[src/rtl/bitmap_to_row_id_list_core_assert.svh]
// ----------------------------------------------------------------------------
// Assertion macros for the bitmap to row id list core
// Implication checks on the core clock, disabled while reset is asserted.
// ----------------------------------------------------------------------------
`ifndef BITMAP_TO_ROW_ID_LIST_CORE_ASSERT_SVH
`define BITMAP_TO_ROW_ID_LIST_CORE_ASSERT_SVH

`ifndef SYNTHESIS

`define BRL_ASSERT_SAME(lbl, ante, cons) \
    lbl: assert property (@(posedge i_clk) disable iff (!i_rst_n) (ante) |-> (cons)) \
        else $error("assertion failed in bitmap to row id list core");

`define BRL_ASSERT_NEXT(lbl, ante, cons) \
    lbl: assert property (@(posedge i_clk) disable iff (!i_rst_n) (ante) |=> (cons)) \
        else $error("assertion failed in bitmap to row id list core");

`else

`define BRL_ASSERT_SAME(lbl, ante, cons)

`define BRL_ASSERT_NEXT(lbl, ante, cons)

`endif

`endif

[src/rtl/brl_pkg.sv]
// ----------------------------------------------------------------------------
// Bitmap to row id list package
// Widths, transaction types, controller state and shared helper functions.
// ----------------------------------------------------------------------------
package brl_pkg;

    localparam int ROW_ID_BITS  = 40;
    localparam int PAYLOAD_BITS = 31;
    localparam int VC_BITS      = 5;
    localparam int OFF_BITS     = 5;

    typedef struct packed {
        logic [PAYLOAD_BITS-1:0] word_bits;
        logic [VC_BITS-1:0]      valid_count;
        logic                    end_of_bitmap;
    } t_in;

    typedef struct packed {
        logic [ROW_ID_BITS-1:0] row_id;
        logic                   last_of_word;
        logic                   bitmap_done;
    } t_out;

    typedef enum logic {
        ST_IDLE,
        ST_EMIT
    } t_state;

    typedef struct packed {
        logic load;
        logic step;
    } t_dp_cmd;

    typedef struct packed {
        logic in_empty;
        logic last;
    } t_dp_stat;

    function automatic logic [ROW_ID_BITS-1:0] sat_add(
        input logic [ROW_ID_BITS-1:0] base,
        input logic [OFF_BITS-1:0]    inc
    );
        logic [ROW_ID_BITS:0] sum;
        sum = {1'b0, base} + (ROW_ID_BITS+1)'(inc);
        if (sum[ROW_ID_BITS]) begin
            return {ROW_ID_BITS{1'b1}};
        end
        return sum[ROW_ID_BITS-1:0];
    endfunction

    function automatic logic [OFF_BITS-1:0] onehot_index(
        input logic [PAYLOAD_BITS-1:0] v
    );
        logic [OFF_BITS-1:0] idx;
        idx[0] = |(v & PAYLOAD_BITS'(32'haaaa_aaaa));
        idx[1] = |(v & PAYLOAD_BITS'(32'hcccc_cccc));
        idx[2] = |(v & PAYLOAD_BITS'(32'hf0f0_f0f0));
        idx[3] = |(v & PAYLOAD_BITS'(32'hff00_ff00));
        idx[4] = |(v & PAYLOAD_BITS'(32'hffff_0000));
        return idx;
    endfunction

endpackage

[src/rtl/brl_ctrl.sv]
// ----------------------------------------------------------------------------
// Bitmap to row id list controller
// Sequences word loads and per-id steps and owns the output valid flag.
// ----------------------------------------------------------------------------
module brl_ctrl (
    input  logic              i_clk,
    input  logic              i_rst_n,
    input  logic              i_in_valid,
    output logic              o_in_stall,
    output logic              o_out_valid,
    input  logic              i_out_stall,
    output brl_pkg::t_dp_cmd  o_cmd,
    input  brl_pkg::t_dp_stat i_stat
);

    brl_pkg::t_state r_state;
    brl_pkg::t_state n_state;
    logic            r_out_valid;
    logic            n_out_valid;
    logic            out_free;

    assign out_free = !r_out_valid || !i_out_stall;

    always_comb begin
        n_state = r_state;
        case (r_state)
            brl_pkg::ST_IDLE: begin
                if (i_in_valid && !i_stat.in_empty) begin
                    n_state = brl_pkg::ST_EMIT;
                end
            end
            brl_pkg::ST_EMIT: begin
                if (out_free && i_stat.last) begin
                    n_state = brl_pkg::ST_IDLE;
                end
            end
            default: begin
                n_state = brl_pkg::ST_IDLE;
            end
        endcase
    end

    always_comb begin
        o_in_stall = 1'b1;
        o_cmd      = '0;
        case (r_state)
            brl_pkg::ST_IDLE: begin
                o_in_stall = 1'b0;
                o_cmd.load = i_in_valid;
            end
            brl_pkg::ST_EMIT: begin
                o_cmd.step = out_free;
            end
            default: begin
                o_in_stall = 1'b1;
            end
        endcase
    end

    always_comb begin
        n_out_valid = r_out_valid;
        if (o_cmd.step) begin
            n_out_valid = 1'b1;
        end else if (!i_out_stall) begin
            n_out_valid = 1'b0;
        end
    end

    always_ff @(posedge i_clk) begin
        if (!i_rst_n) begin
            r_state     <= brl_pkg::ST_IDLE;
            r_out_valid <= 1'b0;
        end else begin
            r_state     <= n_state;
            r_out_valid <= n_out_valid;
        end
    end

    assign o_out_valid = r_out_valid;

endmodule

[src/rtl/brl_dp.sv]
// ----------------------------------------------------------------------------
// Bitmap to row id list datapath
// Holds the row base and the pending bit mask and forms one row id per step.
// ----------------------------------------------------------------------------
module brl_dp (
    input  logic              i_clk,
    input  logic              i_rst_n,
    input  brl_pkg::t_in      i_in,
    input  brl_pkg::t_dp_cmd  i_cmd,
    output brl_pkg::t_dp_stat o_stat,
    output brl_pkg::t_out     o_out
);

    logic [brl_pkg::PAYLOAD_BITS-1:0] r_mask;
    logic [brl_pkg::PAYLOAD_BITS-1:0] n_mask;
    logic [brl_pkg::ROW_ID_BITS-1:0]  r_row_base;
    logic [brl_pkg::ROW_ID_BITS-1:0]  n_row_base;
    logic [brl_pkg::ROW_ID_BITS-1:0]  r_word_base;
    logic                             r_eob;
    brl_pkg::t_out                    r_out;
    brl_pkg::t_out                    n_out;

    logic [brl_pkg::PAYLOAD_BITS-1:0] rev_bits;
    logic [brl_pkg::PAYLOAD_BITS-1:0] load_mask;
    logic [brl_pkg::VC_BITS:0]        shift_amt;
    logic [brl_pkg::PAYLOAD_BITS-1:0] low_bit;
    logic [brl_pkg::PAYLOAD_BITS-1:0] rest_mask;
    logic [brl_pkg::OFF_BITS-1:0]     offset;

    // Reverse the word so the earliest row sits at bit zero.
    always_comb begin
        for (int k = 0; k < brl_pkg::PAYLOAD_BITS; k++) begin
            rev_bits[k] = i_in.word_bits[brl_pkg::PAYLOAD_BITS-1-k];
        end
    end

    assign shift_amt = (brl_pkg::VC_BITS+1)'(brl_pkg::PAYLOAD_BITS)
                     - {1'b0, i_in.valid_count};
    assign load_mask = rev_bits >> shift_amt;

    assign low_bit   = r_mask & (~r_mask + brl_pkg::PAYLOAD_BITS'(1));
    assign rest_mask = r_mask & ~low_bit;
    assign offset    = brl_pkg::onehot_index(low_bit);

    assign o_stat.in_empty = (load_mask == '0);
    assign o_stat.last     = (rest_mask == '0);

    always_comb begin
        n_mask     = r_mask;
        n_row_base = r_row_base;
        n_out      = r_out;
        if (i_cmd.load) begin
            n_mask = load_mask;
            if (i_in.end_of_bitmap) begin
                n_row_base = '0;
            end else begin
                n_row_base = brl_pkg::sat_add(r_row_base, i_in.valid_count);
            end
        end else if (i_cmd.step) begin
            n_mask             = rest_mask;
            n_out.row_id       = brl_pkg::sat_add(r_word_base, offset);
            n_out.last_of_word = (rest_mask == '0);
            n_out.bitmap_done  = (rest_mask == '0) && r_eob;
        end
    end

    always_ff @(posedge i_clk) begin
        if (!i_rst_n) begin
            r_mask     <= '0;
            r_row_base <= '0;
        end else begin
            r_mask     <= n_mask;
            r_row_base <= n_row_base;
        end
    end

    always_ff @(posedge i_clk) begin
        if (i_cmd.load) begin
            r_word_base <= r_row_base;
            r_eob       <= i_in.end_of_bitmap;
        end
        r_out <= n_out;
    end

    assign o_out = r_out;

endmodule

[src/rtl/bitmap_to_row_id_list_core.sv]
// ----------------------------------------------------------------------------
// Bitmap to row id list core
// Turns uncompressed 31-bit bitmap payload words into ascending row ids.
// ----------------------------------------------------------------------------
// Input channel: i_in carries one payload word with its valid count and an
// end-of-bitmap flag; a transaction completes when i_in_valid is high and
// o_in_stall is low. Output channel: o_out carries one row id with the
// last-of-word and bitmap-done marks; it completes when o_out_valid is high
// and i_out_stall is low. Each set valid bit yields one row id, base plus
// the bit's offset, and the row base then advances by the valid count,
// saturating at its maximum, or returns to zero after an end-of-bitmap word.
// A word with set bits holds the input channel until its last id is
// stepped, also while the receiver stalls; a word with no set bit is taken
// without holding the channel. Within a word one id leaves per cycle while
// the output is not stalled, set by the single id step of the datapath. A
// stalled output holds its id and pauses the emission. Synchronous reset
// returns the row base to zero and empties the output register; the block
// accepts input in the first cycle after it.
// ----------------------------------------------------------------------------
module bitmap_to_row_id_list_core (
    input  logic          i_clk,
    input  logic          i_rst_n,
    input  logic          i_in_valid,
    output logic          o_in_stall,
    input  brl_pkg::t_in  i_in,
    output logic          o_out_valid,
    input  logic          i_out_stall,
    output brl_pkg::t_out o_out
);

    brl_pkg::t_dp_cmd  dp_cmd;
    brl_pkg::t_dp_stat dp_stat;

    brl_ctrl u_ctrl (
        .i_clk       (i_clk),
        .i_rst_n     (i_rst_n),
        .i_in_valid  (i_in_valid),
        .o_in_stall  (o_in_stall),
        .o_out_valid (o_out_valid),
        .i_out_stall (i_out_stall),
        .o_cmd       (dp_cmd),
        .i_stat      (dp_stat)
    );

    brl_dp u_dp (
        .i_clk   (i_clk),
        .i_rst_n (i_rst_n),
        .i_in    (i_in),
        .i_cmd   (dp_cmd),
        .o_stat  (dp_stat),
        .o_out   (o_out)
    );

`include "bitmap_to_row_id_list_core_assert.svh"

    `BRL_ASSERT_SAME(a_done_is_last, o_out_valid && o_out.bitmap_done, o_out.last_of_word)
    `BRL_ASSERT_SAME(a_more_ids_busy, o_out_valid && !o_out.last_of_word, o_in_stall)
    `BRL_ASSERT_SAME(a_idle_after_last, $fell(o_in_stall), o_out_valid && o_out.last_of_word)
    `BRL_ASSERT_SAME(a_step_no_load, dp_cmd.step, !dp_cmd.load)

endmodule

[config.mk]
export PLATFORM = sky130hd
export DESIGN_NAME = bitmap_to_row_id_list_core
export DESIGN_NICKNAME = d
export VERILOG_FILES = /design/src/rtl/brl_pkg.sv /design/src/rtl/brl_ctrl.sv /design/src/rtl/brl_dp.sv /design/src/rtl/bitmap_to_row_id_list_core.sv
export VERILOG_INCLUDE_DIRS = /design/src /design/src/rtl
export SDC_FILE = /design/constraint.sdc
export NUM_CORES = 1
export LEC_CHECK = 0
export ABC_AREA = 1
export BUFFER_PORTS_ARGS = -buffer_cell sky130_fd_sc_hd__buf_2
export CAP_MARGIN = 25
export CORE_UTILIZATION = 61
export DETAILED_ROUTE_END_ITERATION = 10
export GPL_ROUTABILITY_DRIVEN = 0
export PLACE_DENSITY = 0.81
export REMOVE_ABC_BUFFERS = 1
export SLEW_MARGIN = 20
export SYNTH_ARGS = -nofsm -noshare
export SYNTH_HDL_FRONTEND = slang
export SYNTH_HIERARCHICAL = 1
export SYNTH_SLANG_ARGS = --single-unit
[constraint.sdc]
create_clock -name i_clk -period 5.45 [get_ports i_clk]
set_clock_uncertainty 0.15 [all_clocks]
set_input_delay 0.2725 -clock i_clk [delete_from_list [all_inputs] [get_ports i_clk]]
set_output_delay 0.2725 -clock i_clk [all_outputs]
set_load 0.02 [all_outputs]
==> impl_metrics.toml <==
[status]
status = "completed"

[clocking]
cts_buffers = 17
clock-sinks = 156
cts_tree = "done"
cts_buffer_depth = 2
clk_latency_ns = 0.43
cts.repair.resized = 0
ctsHtreeMaxLevel = 4
clk_pin_slew_ns = 0.06
cts-root-buf = "clkbuf_16"

[synthesis]
synth-seq-cells = 156
synthAdderAreaFrac_pct = 1.537
synth_top_area_share_pct = 23.20
synth-simple-area-share_pct = 42.89
synth_top_family_by_area = "simple AND/OR/NAND/NOR gates"
synth_cell_types = 51
synth.area.mux_share_pct = 0
synthFlopType = "edfxtp_1"
synth_seq_area_share_pct = 36.80
synth-edff-count = 83
netlist_instances = 1606
synth_top_cell_by_area = "edfxtp_1"
synth_area_sq_um = 10750
ys_warn_count = 6
synth_area_leaders = "edfxtp_1 23%, nand2_1 17%, dfxtp_1 14%"
synth_compound_area_share_pct = 9.630
async_flop_share_pct = 0
synth_xor_area_share_pct = 1.386
syn_area_per_cell_sq_um = 6.691

[power_and_ir_drop]
ir_drop_v = 0.0002410
p_leak_uw = 0.004923
power_density_nw_per_um2 = 258.1

[sta]
setup_viol = 0
max_freq_mhz = 226.2
fin_ws_ns = 1.029
finalCritPeriodShare_pct = 81.11
slew_viol_final = 0
hold_viol_final = 0
finalCriticalPeriod_ns = 4.421
slew_headroom_pct = 36.82
rsz0062_at_grt = "no"
fin_hold_ws_ns = 0.1151
worstMarginPinSlew_ns = 0.9466

[global_route]
grt_remaining_overflow = 0
antenna_found_initial = 0
grt_usage_pct = 33.77
grt_pass1_wl_um = 48620
grt_max_degree = 83
grt_pass1_vias = 9953

[floorplanning]
dieArea_sq_um = 18150
die_h_um = 134.7
num_rows = 48
die_w_um = 134.7
start_util_pct = 62.34
ios = 85
core_region_area_sq_um = 17240

[cells_and_area]
antenna_cells = 0
multi_input_area_sq_um = 5974
fillCellCount = 1451
area_growth_pct = 10.05
drive_above_1_share_pct = 10.41
fin_util_pct = 68.60
layout.nets = 1711
final_cells = 1896
regArea_sq_um = 3954

[detailed_routing]
ant_nets = 0
route.detailed.wl_per_inst_um = 15.81
drt-vias-per-instance = 5.996
drtPass1Iterations = 9
vias = 11370
first_iter_violations = 1561
drc = 0
routed_wl_um = 29990

[critical_path]
crit_fanout = 31
cp_common_cell = "nand2_1"
r2r_slack_ns = 1.03
crit_path_start = "u_dp/r_mask[3]"
worstPathRequired_ns = 5.59
critPathKind = "flop to flop"
cp_data_arrival_time_ns = 4.56
reg2reg_from = "u_dp/r_mask[3]"
crit_family = "simple AND/OR/NAND/NOR gates"
cpPeakStageDelay_ns = 0.42
critPathCaptureType = "flop"
cp_slowest_cell = "fa_1"
critPathLaunchType = "flop"
crit_buf_inv = 3
cp_cell_sequence = "nor2_1 > nand2_4 > inv_2 > nand2_1 > nor2_1 > nand2_1 > nor2_2 > nand2_1 > nand4_1 > nor2_1 > nand4_1 > ha_1 > inv_1 > fa_1 > o21ai_2 > nand2_1 > nand2_1 > nand2_1 > nor2_2 > nand4_1 > buf_4 > nand3b_1"

[flow_run]
maxCapViolations = 0

[placement]
io_buffers = 84
placed_cells = 1860
dpl_worst_slack_ns = 1.238
dp_hpwl_um = 21980

[min_path]
hp-start = "i_rst_n"
min_path_type = "primary input to flop"
==> placed cells by master (no fill, tap or decap), types with 6 or more instances in the layout <==
cell / count
a211oi_1: 9
a21oi_1: 77
a31oi_1: 6
buf_2: 84
buf_4: 7
clkbuf_16: 18
clkinv_2: 6
dfxtp_1: 73
edfxtp_1: 83
ha_1: 10
inv_1: 138
inv_2: 8
nand2_1: 480
nand3_1: 262
nand3b_1: 14
nand4_1: 45
nor2_1: 131
nor2_2: 8
nor3_1: 45
nor4_1: 7
o211ai_1: 7
o21ai_0: 55
o221ai_1: 8
or2_2: 13
xnor2_1: 7
xor2_1: 10
==> metal layers <==
layer	global-route usage, %	vias to the layer above	part of all wire [%]	wire length, um
li1	-	5535	-	-
met1	47.49	5052	42	12660
met2	51.23	682	43	12970
met3	6.869	99	11	3354
met4	12.55	0	3.3	994
met5	0	-	0	0
==> power by group <==
group	switching (uW)	internal, uW
logic	434	191
registers	48.2	1310
clock network	467	602
total	949	2100
==> cells by family (layout without fill, tap and decap cells) <==
kind of cell,Yosys count,in the layout
flops,156,156
buf+inv,211,276
fa+ha+maj,12,12
simple gates,1028,1028
xor+xnor,17,17
compound gates,182,182
==> Yosys cell counts, types with 4 or more instances <==
cell type,count
nand4_1,45
edfxtp_1,83
dfxtp_1,73
clkbuf_1,31
o22ai_1,5
o211ai_1,7
a21oi_1,77
nor3_1,45
nor2_1,134
buf_1,11
o221ai_1,8
xnor2_1,7
or2_2,13
nand3b_1,14
buf_2,17
o21ai_1,4
xor2_1,10
inv_1,138
nor4_1,7
inv_2,8
a31oi_1,6
a21oi_2,4
ha_1,10
o21ai_0,55
nor2_2,7
nor3_2,4
a211oi_1,9
nand2_1,480
nand3_1,262
==> worst min-delay path: cells and delay by family <==
kind	cells	cell delay [ns]
buffers and inverters	1	0.23
AOI/OAI and AO/OA	1	0.03
and+or+nand+nor	1	0.11
==> per-stage QoR <==
stage / instance area [sq um] / TNS, ns / total power (uW)
after floorplan: 10470 / -109.67 / 1794
after global placement: 11240 / 0 / 1969
after detailed placement: 11240 / 0 / 1981
after CTS: 11810 / 0 / 3041
after global routing: 11830 / 0 / 3190
final: 11830 / 0 / 3052
==> what timing repair did <==
action | 4_1_cts | 5_1_grt
endpoints found under the hold margin | 3 | 0
hold buffers | 3 | 0
buffers inserted | 0 | 0
==> registers in the layout, indices dropped and copies added (netlist names) <==
| signal | cells |
|---|---|
| u_ctrl/o_out_valid | 1 |
| u_ctrl/r_state | 1 |
| u_dp/o_out | 42 |
| u_dp/r_eob | 1 |
| u_dp/r_row_base | 40 |
| u_dp/r_word_base | 40 |
| u_dp/r_mask | 31 |
==> final timing paths <==
check,endpoint,cells after the start
worst min register to register,u_dp/r_word_base[0],0
worst min-delay path,u_dp/r_mask[22],3
worst max-delay path,u_dp/o_out[38],22
worst max register to register,u_dp/o_out[38],22
==> cell type report <==
class,instances,area share [%]
clock buffer,20,3.873
clock inverter,12,0.6137
inverter,149,4.751
multi-input combinational,1239,50.52
sequential,156,33.44
tap,225,2.381
timing repair buffer,95,4.423
Note: power is estimated with default switching activity, not from simulation.
